==> config.mk <==
export PLATFORM = sky130hd
export DESIGN_NAME = alarm_clock_setting_controller_unit
export DESIGN_NICKNAME = d
export VERILOG_FILES = /design/src/hw/rtl/acsc_pkg.sv /design/src/hw/rtl/alarm_clock_setting_controller_unit.sv
export SDC_FILE = /design/constraint.sdc
export NUM_CORES = 1
export LEC_CHECK = 0
export BUFFER_PORTS_ARGS = -buffer_cell sky130_fd_sc_hd__buf_2
export CAP_MARGIN = 30
export CORE_ASPECT_RATIO = 0.75
export CORE_UTILIZATION = 50
export DETAILED_ROUTE_END_ITERATION = 8
export PLACE_DENSITY = 0.73
export REMOVE_ABC_BUFFERS = 1
export SETUP_SLACK_MARGIN = 0.05
export SLEW_MARGIN = 10
export SYNTH_ARGS = -nofsm -noshare
export SYNTH_HDL_FRONTEND = slang
export SYNTH_SLANG_ARGS = --single-unit
==> constraint.sdc <==
create_clock -name clk -period 17.9 [get_ports clk]
set_input_delay 3.58 -clock clk [delete_from_list [all_inputs] [get_ports clk]]
set_output_delay 3.58 -clock clk [all_outputs]
set_load 0.02 [all_outputs]
==> src/hw/rtl/acsc_pkg.sv <==
// Shared types, register indexes, reset values and the quadrature decode table
// for the alarm clock setting controller.
// Depends on nothing; used by alarm_clock_setting_controller_unit.
package acsc_pkg;

    // Field widths
    localparam int unsigned TIME_W   = 32;
    localparam int unsigned HOUR_W   = 5;
    localparam int unsigned MINUTE_W = 6;
    localparam int unsigned FREQ_W   = 12;
    localparam int unsigned STEP_W   = 10;
    localparam int unsigned LONG_W   = 16;
    localparam int unsigned DEB_W    = 10;
    localparam int unsigned PART_W   = 2;
    localparam int unsigned CFG_IDX_W = 3;

    // Configuration register indexes
    localparam logic [CFG_IDX_W-1:0] CFG_FREQ_STEP     = 3'd0;
    localparam logic [CFG_IDX_W-1:0] CFG_FREQ_MIN      = 3'd1;
    localparam logic [CFG_IDX_W-1:0] CFG_FREQ_MAX      = 3'd2;
    localparam logic [CFG_IDX_W-1:0] CFG_LONG_PRESS_MS = 3'd3;
    localparam logic [CFG_IDX_W-1:0] CFG_DEBOUNCE_MS   = 3'd4;

    // Configuration reset values
    localparam logic [STEP_W-1:0] FREQ_STEP_RST     = 10'd100;
    localparam logic [FREQ_W-1:0] FREQ_MIN_RST      = 12'd200;
    localparam logic [FREQ_W-1:0] FREQ_MAX_RST      = 12'd4000;
    localparam logic [LONG_W-1:0] LONG_PRESS_MS_RST = 16'd2000;
    localparam logic [DEB_W-1:0]  DEBOUNCE_MS_RST   = 10'd50;

    // State reset values
    localparam logic [HOUR_W-1:0]   HOUR_RST = 5'd12;
    localparam logic [FREQ_W-1:0]   FREQ_RST = 12'd1000;

    // Wrap limits of the alarm time
    localparam logic [HOUR_W-1:0]   HOUR_LAST   = 5'd23;
    localparam logic [MINUTE_W-1:0] MINUTE_LAST = 6'd59;

    // Edited part codes
    typedef logic [PART_W-1:0] part_t;
    localparam part_t PART_NONE   = 2'd0;
    localparam part_t PART_HOUR   = 2'd1;
    localparam part_t PART_MINUTE = 2'd2;

    // Encoder step direction
    typedef logic [1:0] dir_t;
    localparam dir_t DIR_NONE = 2'd0;
    localparam dir_t DIR_UP   = 2'd1;
    localparam dir_t DIR_DOWN = 2'd2;

    // Decode {previous code, current code} into a step direction
    function automatic dir_t quad_dir(input logic [3:0] trans);
        dir_t d;
        unique case (trans) inside
            4'b1101, 4'b0100, 4'b0010, 4'b1011: d = DIR_UP;
            4'b1110, 4'b0111, 4'b0001, 4'b1000: d = DIR_DOWN;
            default:                            d = DIR_NONE;
        endcase
        return d;
    endfunction

endpackage

==> src/hw/rtl/alarm_clock_setting_controller_unit.sv <==
// Alarm clock setting controller: button, encoder and alarm-match handling.
// Depends on acsc_pkg for widths, codes, reset values and the quadrature table.
//
//  channel | handshake                 | payload
//  --------+---------------------------+----------------------------------------------
//  in      | in_valid / in_stall       | now_ms, button_level, enc_a, enc_b,
//          |                           | clock_hour, clock_minute
//  out     | out_valid / out_stall     | setting_mode, edited_part, alarm_hour,
//          |                           | alarm_minute, tone_freq, buzzer_on
//  cfg     | cfg_valid / cfg_ready     | cfg_index, cfg_data (ready is always high)
//
// One tick per cycle while the result is not stalled: a tick is captured in the
// input register, then the state update loads the result register from it. The
// state registers are the result register. Reset loads the default configuration
// and state; no clearing pass. A stalled result holds; the input register still
// takes one tick behind it.
module alarm_clock_setting_controller_unit
(
    input  logic                                clk,
    input  logic                                rst_n,

    input  logic                                in_valid,
    output logic                                in_stall,
    input  logic [acsc_pkg::TIME_W-1:0]         now_ms,
    input  logic                                button_level,
    input  logic                                enc_a,
    input  logic                                enc_b,
    input  logic [acsc_pkg::HOUR_W-1:0]         clock_hour,
    input  logic [acsc_pkg::MINUTE_W-1:0]       clock_minute,

    output logic                                out_valid,
    input  logic                                out_stall,
    output logic                                setting_mode,
    output logic [acsc_pkg::PART_W-1:0]         edited_part,
    output logic [acsc_pkg::HOUR_W-1:0]         alarm_hour,
    output logic [acsc_pkg::MINUTE_W-1:0]       alarm_minute,
    output logic [acsc_pkg::FREQ_W-1:0]         tone_freq,
    output logic                                buzzer_on,

    input  logic                                cfg_valid,
    output logic                                cfg_ready,
    input  logic [acsc_pkg::CFG_IDX_W-1:0]      cfg_index,
    input  logic [31:0]                         cfg_data
);

    // Configuration registers
    logic [acsc_pkg::STEP_W-1:0]  freq_step_reg;
    logic [acsc_pkg::FREQ_W-1:0]  freq_min_reg;
    logic [acsc_pkg::FREQ_W-1:0]  freq_max_reg;
    logic [acsc_pkg::LONG_W-1:0]  long_press_reg;
    logic [acsc_pkg::DEB_W-1:0]   debounce_reg;

    // Input register
    logic                           s1_valid_reg;
    logic [acsc_pkg::TIME_W-1:0]    s1_now_reg;
    logic                           s1_btn_reg;
    logic [1:0]                     s1_code_reg;
    logic [acsc_pkg::HOUR_W-1:0]    s1_hour_reg;
    logic [acsc_pkg::MINUTE_W-1:0]  s1_minute_reg;

    // Controller state, doubling as the result register
    logic                           out_valid_reg;
    logic                           mode_reg, mode_next;
    acsc_pkg::part_t                part_reg, part_next;
    logic [acsc_pkg::HOUR_W-1:0]    hour_reg, hour_next;
    logic [acsc_pkg::MINUTE_W-1:0]  minute_reg, minute_next;
    logic [acsc_pkg::FREQ_W-1:0]    freq_reg, freq_next;
    logic [1:0]                     prev_quad_reg;
    logic                           prev_btn_reg;
    logic                           pending_reg, pending_next;
    logic [acsc_pkg::TIME_W-1:0]    press_start_reg, press_start_next;
    logic [acsc_pkg::TIME_W-1:0]    last_handled_reg, last_handled_next;
    logic                           alarm_reg, alarm_next;
    logic                           fired_reg, fired_next;

    logic                           out_free;
    logic                           s1_advance;
    logic                           s1_load;

    acsc_pkg::dir_t                 dir;
    logic signed [acsc_pkg::FREQ_W+1:0] freq_sum;
    logic signed [acsc_pkg::FREQ_W+1:0] freq_lo;
    logic signed [acsc_pkg::FREQ_W+1:0] freq_hi;
    logic [acsc_pkg::TIME_W-1:0]    since_handled;
    logic [acsc_pkg::TIME_W-1:0]    press_len;
    logic                           event_go;

    // Pipeline flow control
    assign out_free   = !out_valid_reg || !out_stall;
    assign s1_advance = s1_valid_reg && out_free;
    assign s1_load    = !s1_valid_reg || out_free;
    assign in_stall   = !s1_load;
    assign cfg_ready  = 1'b1;

    // Configuration writes
    always_ff @(posedge clk or negedge rst_n)
    begin
        if (!rst_n)
        begin
            freq_step_reg  <= acsc_pkg::FREQ_STEP_RST;
            freq_min_reg   <= acsc_pkg::FREQ_MIN_RST;
            freq_max_reg   <= acsc_pkg::FREQ_MAX_RST;
            long_press_reg <= acsc_pkg::LONG_PRESS_MS_RST;
            debounce_reg   <= acsc_pkg::DEBOUNCE_MS_RST;
        end
        else if (cfg_valid && cfg_ready)
        begin
            unique case (cfg_index)
                acsc_pkg::CFG_FREQ_STEP:     freq_step_reg  <= cfg_data[acsc_pkg::STEP_W-1:0];
                acsc_pkg::CFG_FREQ_MIN:      freq_min_reg   <= cfg_data[acsc_pkg::FREQ_W-1:0];
                acsc_pkg::CFG_FREQ_MAX:      freq_max_reg   <= cfg_data[acsc_pkg::FREQ_W-1:0];
                acsc_pkg::CFG_LONG_PRESS_MS: long_press_reg <= cfg_data[acsc_pkg::LONG_W-1:0];
                acsc_pkg::CFG_DEBOUNCE_MS:   debounce_reg   <= cfg_data[acsc_pkg::DEB_W-1:0];
                default: ;
            endcase
        end
    end

    // Input register: capture a tick whenever the slot frees up
    always_ff @(posedge clk or negedge rst_n)
    begin
        if (!rst_n)
        begin
            s1_valid_reg <= 1'b0;
        end
        else if (s1_load)
        begin
            s1_valid_reg <= in_valid;
        end
    end

    always_ff @(posedge clk)
    begin
        if (s1_load && in_valid)
        begin
            s1_now_reg    <= now_ms;
            s1_btn_reg    <= button_level;
            s1_code_reg   <= {enc_a, enc_b};
            s1_hour_reg   <= clock_hour;
            s1_minute_reg <= clock_minute;
        end
    end

    // Tick update
    always_comb
    begin
        // Button edges: a press records the time, a release arms the event
        press_start_next = press_start_reg;
        pending_next     = pending_reg;
        if (!s1_btn_reg && prev_btn_reg)
        begin
            press_start_next = s1_now_reg;
        end
        else if (s1_btn_reg && !prev_btn_reg)
        begin
            pending_next = 1'b1;
        end

        // Encoder: frequency in normal mode, alarm time in set mode
        dir      = acsc_pkg::quad_dir({prev_quad_reg, s1_code_reg});
        freq_lo  = $signed({2'b00, freq_min_reg});
        freq_hi  = $signed({2'b00, freq_max_reg});
        freq_sum = $signed({2'b00, freq_reg});
        if (dir == acsc_pkg::DIR_UP)
        begin
            freq_sum = freq_sum + $signed({4'b0000, freq_step_reg});
        end
        else if (dir == acsc_pkg::DIR_DOWN)
        begin
            freq_sum = freq_sum - $signed({4'b0000, freq_step_reg});
        end

        freq_next   = freq_reg;
        hour_next   = hour_reg;
        minute_next = minute_reg;
        if (!mode_reg)
        begin
            if (freq_sum < freq_lo)
            begin
                freq_next = freq_min_reg;
            end
            else if (freq_sum > freq_hi)
            begin
                freq_next = freq_max_reg;
            end
            else
            begin
                freq_next = freq_sum[acsc_pkg::FREQ_W-1:0];
            end
        end
        else if (part_reg == acsc_pkg::PART_HOUR)
        begin
            if (dir == acsc_pkg::DIR_UP)
            begin
                hour_next = (hour_reg == acsc_pkg::HOUR_LAST) ? '0 : hour_reg + 1'b1;
            end
            else if (dir == acsc_pkg::DIR_DOWN)
            begin
                hour_next = (hour_reg == '0) ? acsc_pkg::HOUR_LAST : hour_reg - 1'b1;
            end
        end
        else if (part_reg == acsc_pkg::PART_MINUTE)
        begin
            if (dir == acsc_pkg::DIR_UP)
            begin
                minute_next = (minute_reg == acsc_pkg::MINUTE_LAST) ? '0 : minute_reg + 1'b1;
            end
            else if (dir == acsc_pkg::DIR_DOWN)
            begin
                minute_next = (minute_reg == '0) ? acsc_pkg::MINUTE_LAST : minute_reg - 1'b1;
            end
        end

        // Pending button event, taken once the debounce window has passed
        since_handled     = s1_now_reg - last_handled_reg;
        press_len         = s1_now_reg - press_start_next;
        event_go          = pending_next &&
                            (since_handled > {{(acsc_pkg::TIME_W-acsc_pkg::DEB_W){1'b0}},
                                              debounce_reg});
        mode_next         = mode_reg;
        part_next         = part_reg;
        alarm_next        = alarm_reg;
        last_handled_next = last_handled_reg;
        if (event_go)
        begin
            pending_next      = 1'b0;
            last_handled_next = s1_now_reg;
            if (press_len >= {{(acsc_pkg::TIME_W-acsc_pkg::LONG_W){1'b0}}, long_press_reg})
            begin
                if (!mode_reg && !alarm_reg)
                begin
                    mode_next = 1'b1;
                    part_next = acsc_pkg::PART_HOUR;
                end
            end
            else if (mode_reg)
            begin
                if (part_reg == acsc_pkg::PART_HOUR)
                begin
                    part_next = acsc_pkg::PART_MINUTE;
                end
                else if (part_reg == acsc_pkg::PART_MINUTE)
                begin
                    part_next = acsc_pkg::PART_NONE;
                    mode_next = 1'b0;
                end
            end
            else
            begin
                alarm_next = 1'b0;
            end
        end

        // Alarm match, once per minute
        fired_next = fired_reg;
        if (!mode_next && !fired_reg && s1_hour_reg == hour_next &&
            s1_minute_reg == minute_next)
        begin
            alarm_next = 1'b1;
            fired_next = 1'b1;
        end
        if (s1_minute_reg != minute_next)
        begin
            fired_next = 1'b0;
        end
    end

    // Commit the tick into state and result
    always_ff @(posedge clk or negedge rst_n)
    begin
        if (!rst_n)
        begin
            out_valid_reg    <= 1'b0;
            mode_reg         <= 1'b0;
            part_reg         <= acsc_pkg::PART_NONE;
            hour_reg         <= acsc_pkg::HOUR_RST;
            minute_reg       <= '0;
            freq_reg         <= acsc_pkg::FREQ_RST;
            prev_quad_reg    <= '0;
            prev_btn_reg     <= 1'b1;
            pending_reg      <= 1'b0;
            press_start_reg  <= '0;
            last_handled_reg <= '0;
            alarm_reg        <= 1'b0;
            fired_reg        <= 1'b0;
        end
        else
        begin
            if (out_free)
            begin
                out_valid_reg <= s1_valid_reg;
            end
            if (s1_advance)
            begin
                mode_reg         <= mode_next;
                part_reg         <= part_next;
                hour_reg         <= hour_next;
                minute_reg       <= minute_next;
                freq_reg         <= freq_next;
                prev_quad_reg    <= s1_code_reg;
                prev_btn_reg     <= s1_btn_reg;
                pending_reg      <= pending_next;
                press_start_reg  <= press_start_next;
                last_handled_reg <= last_handled_next;
                alarm_reg        <= alarm_next;
                fired_reg        <= fired_next;
            end
        end
    end

    // Drive the result
    assign out_valid    = out_valid_reg;
    assign setting_mode = mode_reg;
    assign edited_part  = part_reg;
    assign alarm_hour   = hour_reg;
    assign alarm_minute = minute_reg;
    assign tone_freq    = freq_reg;
    assign buzzer_on    = alarm_reg;

    // Set mode and an edited part go together
    a_mode_part: assert property (@(posedge clk) disable iff (!rst_n)
        mode_reg == (part_reg != acsc_pkg::PART_NONE))
        else $error("setting mode and edited part disagree");

    // Alarm time stays in range
    a_time_range: assert property (@(posedge clk) disable iff (!rst_n)
        hour_reg <= acsc_pkg::HOUR_LAST && minute_reg <= acsc_pkg::MINUTE_LAST)
        else $error("alarm time out of range");

    // Result state moves only when a tick is committed
    a_hold: assert property (@(posedge clk) disable iff (!rst_n)
        !s1_advance |=> $stable({mode_reg, part_reg, hour_reg, minute_reg,
                                 freq_reg, alarm_reg}))
        else $error("result changed without a committed tick");

endmodule

## Word level (Yosys, flattened, before mapping)

Index checks and enable logic that the tools add are counted.

- Add/subtract/negate cells: 8
- Magnitude comparators: 4
- Eq/ne operators: 24
- Mux-type cells: 39
- Bitwise logic cells: 1
- Reduce and logical (&&, ||, !) cells: 40

Operator list:

| operator | count |
|---|---|
| 32-bit subtractor | 2 |
| 6-bit 2-to-1 mux | 7 |
| 32-bit by 16-bit >= comparator with 1-bit output | 1 |
| 32-bit by 10-bit greater-than comparator with 1-bit output | 1 |
| 32-bit 2-to-1 mux | 1 |
| 5-bit 2-to-1 mux | 6 |
| 14-bit 2-to-1 mux | 2 |
| 12-bit 2-to-1 mux | 2 |
| 4-bit == test (second input constant) | 4 |
| 2-bit AND reduction | 8 |
| 1-bit 2-to-1 mux | 15 |
| 14-bit by 13-bit greater-than comparator with 1-bit output | 1 |
| 14-bit by 13-bit < comparator with 1-bit output | 1 |
| 12-bit by 10-bit adder with 13-bit output | 1 |
| 12-bit by 10-bit subtractor with 13-bit output | 1 |
| 1-bit zero test | 10 |
| 2-bit 2-to-1 mux | 5 |
| 1-bit logical AND | 9 |
| 4-bit by 3-bit == test with 1-bit output (second input constant) | 2 |
| 4-bit OR reduction | 2 |
| 6-bit by 1-bit adder with 6-bit output (second input constant) | 1 |
| 3-bit by 2-bit == test with 1-bit output (second input constant) | 2 |
| 6-bit == test | 1 |
| 6-bit == test (second input constant) | 1 |
| other kinds (23) | 30 |

- Bits in registers: 204
- Input bits: 86
- Output and inout bits: 30
- Logic and storage cells: 140

## Logic depth before layout (Yosys ltp)

Gate-level depths: netlist of the first run.

- Depth after elaboration: 13
- Mapped depth: 28
- Gate-level depth less buffers: 25

## Worst setup path before layout of the first run

OpenSTA, ideal clock, no wires.

- Kind: input-to-output
- Start: input port out_stall
- End: output port in_stall
- Arrival: 3.824 ns
- Required time: 14.320 ns
- Slack: 10.496 ns
- Cell stages on the path: 2
- Path buffers: 0
- Path through: nand3_1 > inv_1

- Word-level cells in the longest chain between the ends: 4

Ends and longest elaborated chain:

| what | RTL line | source |
|---|---|---|
| start: declaration | alarm_clock_setting_controller_unit.sv:32 | `input logic out_stall,` |
| 1-bit zero test | alarm_clock_setting_controller_unit.sv:89 | `assign out_free = !out_valid_reg \|\| !out_stall;` |
| 1-bit logical OR | alarm_clock_setting_controller_unit.sv:89 |  |
| 1-bit logical OR | alarm_clock_setting_controller_unit.sv:91 | `assign s1_load = !s1_valid_reg \|\| out_free;` |
| 1-bit zero test | alarm_clock_setting_controller_unit.sv:92 | `assign in_stall = !s1_load;` |
| end: declaration | alarm_clock_setting_controller_unit.sv:23 | `output logic in_stall,` |

Every way passes these cells.

## Worst setup path in the final report of the first run

Same ends and word-level chain as after synthesis.

==> results of run 1 <==
## synth_stat cells (28+ instances only)
cell / count / area share
a21o_1: 36 / 0.018
clkbuf_1: 49 / 0.012
nand2_1: 200 / 0.050
nor2_1: 69 / 0.017
edfxtp_1: 46 / 0.093
o21ai_0: 152 / 0.051
dfstp_2: 30 / 0.053
nand3_1: 32 / 0.011
a21oi_1: 133 / 0.045
nor2b_1: 28 / 0.012
xnor2_1: 37 / 0.022
ha_1: 129 / 0.11
mux2i_1: 34 / 0.023
dfrtp_1: 128 / 0.22
xor2_1: 40 / 0.024
mux2_2: 36 / 0.027
inv_1: 137 / 0.035
## placed cells by master (no fill, tap or decap), types with 12 or more instances in the layout
cell type	count
nand4_1	21
nand3_1	32
o21a_1	15
inv_1	137
and3_1	13
clkbuf_16	25
mux2_2	36
xor2_1	40
o21ai_0	152
buf_4	16
edfxtp_1	46
mux2i_1	34
nor2_1	69
o22ai_1	20
a211oi_1	12
nor2b_1	27
nand2_1	199
dfrtp_1	128
o21bai_1	13
nor4_1	12
a21o_1	36
a31oi_1	14
dfstp_2	30
nor3_1	20
nand2b_1	18
a21oi_1	133
buf_2	98
ha_1	129
o21ai_1	20
xnor2_1	37
## metal layers
metal | vias up | track usage | wire (um)
met5 | - | 0 | 0
met4 | 0 | 0.0557 | 684
met3 | 45 | 0.0370 | 2010
met2 | 342 | 0.362 | 15600
met1 | 5990 | 0.372 | 19100
li1 | 6207 | - | -
## metrics by stage
stage | util | setup WS [ns] | power, mW | cell area (um^2) | cells
floorplan | - | 10.50 | 1.42 | 14600 | 1615
global placement | 0.538 | 10.34 | 1.65 | 15700 | 2119
detailed placement | 0.539 | 10.33 | 1.68 | 15700 | 2122
CTS | 0.565 | 10.33 | 2.16 | 16500 | 2163
global route | 0.565 | 10.27 | 2.33 | 16500 | 2165
finish | 0.565 | 10.33 | 2.16 | 16500 | 2165
## power breakdown
part           internal (mW)  leakage [nW]  switching (mW)
clock network          0.274         0.366           0.195
logic                  0.442          4.63           0.627
registers              0.574          2.35          0.0533
## cells by family (layout without fill, tap and decap cells)
group | Yosys count | count (layout)
AO/OA/AOI/OAI | 517 | 517
XOR/XNOR | 77 | 77
adder cells (fa/ha/maj) | 143 | 143
buffers and inverters | 205 | 295
flip-flops | 204 | 204
multiplexers | 72 | 72
other | 1 | 1
AND/OR/NAND/NOR | 464 | 464
## path summary, 6_finish.rpt
kind / cells after the start / start / slack (ns) / end
min in group asynchronous: 1 / rst_n / 3.14 / press_start_reg[23]
max in group asynchronous: 3 / rst_n / 13.48 / freq_max_reg[7]
max reg2reg: 25 / s1_btn_reg / 10.91 / buzzer_on
min reg2reg: 2 / press_start_reg[25] / 0.48 / press_start_reg[25]
min: 2 / press_start_reg[25] / 0.48 / press_start_reg[25]
max: 4 / out_stall / 10.33 / in_stall
## worst max-delay path, stage by stage
cell     delay (ns)
buf_2          0.09
nand3_1        0.10
inv_1          0.07
buf_2          0.15
## final cells by class
cell class | instances | area share
clock buffer | 35 | 0.0432
tap | 392 | 0.0297
timing repair buffer | 117 | 0.0403
multi-input combinational | 1274 | 0.528
clock inverter | 6 | 0.00220
sequential | 204 | 0.326
inverter | 137 | 0.0312
==> metrics.txt, run 1 <==
Unique masters post-synth=88; Clock Skews=0.0206 ns; Tightest Hold Check Type=flip-flop to flip-flop; largest family of logic cells by synthesized area=compound AO/OA/AOI/OAI gates; Net count, final=1,975; critical path data required time=14.32 ns; post-synthesis mux area share=0.0522; Max Fanout on Critical Path=3; largest net degree at the start of global routing=84; share of cells above drive strength 1=0.140; Critical Path End Type=output pin; sequential-to-total area share from yosys stat=0.361; Clk pin slew, worst setup/hold paths=0.06 ns; number of remaining DRC errors=0; H-tree levels=1; XOR/XNOR Fraction of Synth Area=0.0454; DIE WIDTH=201 um; PD cells=131 mW/mm^2; GR Util All Layers=0.244; total CTS buffers=23; Lkg Pwr=7.35 nW; synth warn=0; period utilization=0.423; via count=12,600; Final Slew Violations=0; Multi-input gate area=0.00871 mm^2; maximum VDD drop=0.0000690 V; Yosys reg bits=204; clock root cell=clkbuf_16; vias in the first global route=11,500; Final min period=7.57 ns; final hold violation count=0; worst slew pin tran=0.948 ns; Setup TNS=0 ns; Fmax=132 MHz; Detail Route Antenna Nets=0; # resized after CTS=0; CTS tree=built; die area=0.0304 mm^2; EDFF count, synth=46; vias per cell=5.81; drt total wl=37.4 mm; Synth Area per Inst=8.83 um^2; io pins=116; global placer's final weighted congestion=0.902; Primary FF master, synth=dfrtp_1; status=finished clean; global-route wire length before repair=60.3 mm; Fill cells=2,653; RSZ-0062 raised after global routing=false; ys async rst share=0.775; initial antenna violation count=0; antenna cells=0; kind of critical path=input pin to output pin; Routed WL per cell=17.3 um; Syn Inst Count=1,683; clock net sink count=204; core box area=0.0292 mm^2; Final setup viols=0; synthesized area=0.0149 mm^2; max-cap violations=0; count of hold-fix buffers inserted at cts=0; Final Hold Slack=0.478 ns; drt first pass iters=5; Worst Setup Start Kind=input pin; Sequential cell area=0.00537 mm^2; std cell rows=54; post-CTS setup buffer count=0; detailed-placement wirelength estimate=28.2 mm; clock latency on the worst-skew pair=0.53 ns; CTS Buffer Depth=3; simple-gate share of the synthesized area=0.150; slew margin rel.=0.366; total grt overflow=0; Synth Area in Compound Gates=0.216; Starting Density=0.509; die height=151 um; Layout Area Growth over Synthesis=11.0%; PortBufs=98; worst path arrival time=3.99 ns; Synth Area in Adders=0.120; 1st-iter DRT viols=898
Note: power is estimated with default switching activity, not from simulation.
==> run 2: changes to the inputs <==
Settings changed: ABC_AREA from default to 1.
Clock period 17.9 ns to 7.5 ns, I/O delays scaled along.
==> metrics.txt, run 2 <==
HP Start=press_start_reg[24]; Final min period=5.03 ns; Routed WL per cell=15.6 um; # resized after CTS=0; Clock Skews=0.0160 ns; maximum VDD drop=0.000237 V; GR Util All Layers=0.270; critical path data required time=7.96 ns; most frequent cells in the layout=656 x nand2_1, 383 x inv_1, 193 x o21ai_0; total CTS buffers=23; H-tree levels=1; fin area=0.0179 mm^2; Tot Pwr=7.25 mW; detailed-placement wirelength estimate=35.0 mm; die area=0.0331 mm^2; die height=158 um; synth warn=0; worst slew pin tran=0.911 ns; period utilization=0.671; Clk pin slew, worst setup/hold paths=0.07 ns; ys async rst share=0.775; largest net degree at the start of global routing=97; commonest non-fill, non-tap cell in the layout=nand2_1; PortBufs=98; drt first pass iters=5; Tightest Hold Check Type=flip-flop to flip-flop; Worst Setup Start Kind=flip-flop; number of remaining DRC errors=0; kind of critical path=flip-flop to flip-flop; EDFF count, synth=46; worst path arrival time=5.49 ns; top cells by area, synth=dfrtp_1 20%, nand2_1 15%, ha_1 10%, inv_1 8.9%, edfxtp_1 8.5%; status=finished clean; vias in the first global route=13,500; via count=15,100; Detail Route Antenna Nets=0; Net count, final=2,624; WHS Path Cells=2; Synth top cells by count=657 x nand2_1, 384 x inv_1, 193 x o21ai_0; FF-to-FF path depth=21; Fill cells=3,070; share of cells above drive strength 1=0.109; initial antenna violation count=0; global placer's final weighted congestion=0.950; clock net sink count=204; CTS Buffer Depth=3; std cell rows=56; slack of the worst reg-to-reg path=2.47 ns; clock latency on the worst-skew pair=0.54 ns; Post-Place Cell Area=0.0170 mm^2; Yosys reg bits=204; Syn Inst Count=2,328; Yosys top cell by area=dfrtp_1; Final setup viols=0; Worst R2R Start=freq_step_reg[2]; slew margin rel.=0.393; Final Slew Violations=0; Lkg Pwr=9.24 nW; PD cells=405 mW/mm^2; RSZ-0062 raised after global routing=false; Primary FF master, synth=dfrtp_1; Fmax=199 MHz; total grt overflow=0; worst flop-to-flop path endpoint=tone_freq[0]; Final Hold Slack=0.486 ns; post-CTS setup buffer count=0; Critical Path End Type=flip-flop; synthesized area=0.0162 mm^2; Hold Path End=press_start_reg[24]; sequential-to-total area share from yosys stat=0.332; max-cap violations=0; drt total wl=44.6 mm; Layout Area Growth over Synthesis=10.5%; clock root cell=clkbuf_16; count of hold-fix buffers inserted at cts=0; Synth Area per Inst=6.96 um^2; Starting Density=0.513; Max Fanout on Critical Path=11; DIE WIDTH=210 um; core box area=0.0316 mm^2; vias per cell=5.30; 1st-iter DRT viols=1,372; Setup TNS=0 ns; CTS tree=built; global-route wire length before repair=70.9 mm; most common cell in the netlist=nand2_1; antenna cells=0; final hold violation count=0; top-area cell type share of the netlist area=0.198; Unique masters post-synth=53; io pins=116
[run 2: how the worst max path moves through the flow]
stage / from / to / slack [ns] / cells after the start
CTS: freq_step_reg[2] / tone_freq[10] / 2.61 / 21
finish: freq_step_reg[2] / tone_freq[0] / 2.47 / 21
floorplan: out_stall / last_handled_reg[0] / 2.67 / 6
global route: freq_step_reg[2] / tone_freq[10] / 2.04 / 21
global placement: freq_step_reg[2] / tone_freq[0] / 2.74 / 21
detailed placement: freq_step_reg[2] / tone_freq[10] / 2.63 / 21
[run 2: layer usage]
layer	up-vias	track usage	wire length, um
li1	7645	-	-
met1	7026	0.434	23100
met2	431	0.381	17800
met3	43	0.0363	2970
met4	0	0.0466	683
met5	-	0	0
[run 2: cell families (layout without fill, tap and decap cells)]
logic type               after synthesis  after routing  synth area share
other                                  1              1          0.000231
AND/OR/NAND/NOR                     1062           1062             0.278
adder cells (fa/ha/maj)              132            132             0.103
XOR/XNOR                              54             54            0.0292
AO/OA/AOI/OAI                        429            429             0.148
buffers and inverters                445            540             0.109
flip-flops                           204            204             0.332
multiplexers                           1              1          0.000618
[run 2: worst max-delay path: stages (launching register included)]
cell and delay [ns]:
dfstp_2 0.54, inv_1 0.05, ha_1 0.35, o21ai_0 0.68
nand3_1 0.16, nand2_1 0.17, nand2_1 0.07, nand3_1 0.09
a21oi_1 0.07, o21ai_0 0.10, nand3_1 0.18, ha_1 0.34
nand2_1 0.09, nor3b_1 0.35, nand4_1 0.16, nand2_1 0.11
nand2_1 0.17, nand2_1 0.36, clkinv_1 0.38, o21ai_0 0.26
nand3_1 0.09, a22oi_1 0.17
[run 2: report_power, final]
part,switching [mW],internal [mW]
registers,0.236,1.47
clock network,0.497,0.704
logic,2.84,1.51
total,3.58,3.68
[run 2: final cells by class]
cell class                      count  area (um^2)  share of cell area
Tap cell                          435          544              0.0304
Clock inverter                     14          170             0.00950
Sequential cell                   204         5370               0.300
Multi-Input combinational cell   1679         9080               0.507
Timing Repair Buffer              108          659              0.0368
Inverter                          390         1460              0.0817
Clock buffer                       28          626              0.0349
[run 2: through the flow]
stage | util | setup WS (ns) | std cells
2_1_floorplan | - | 2.67 | 2273
3_3_place_gp | 0.538 | 2.74 | 2811
3_5_place_dp | 0.539 | 2.63 | 2813
4_1_cts | 0.564 | 2.61 | 2855
5_1_grt | 0.567 | 2.04 | 2858
6_report | 0.567 | 2.47 | 2858
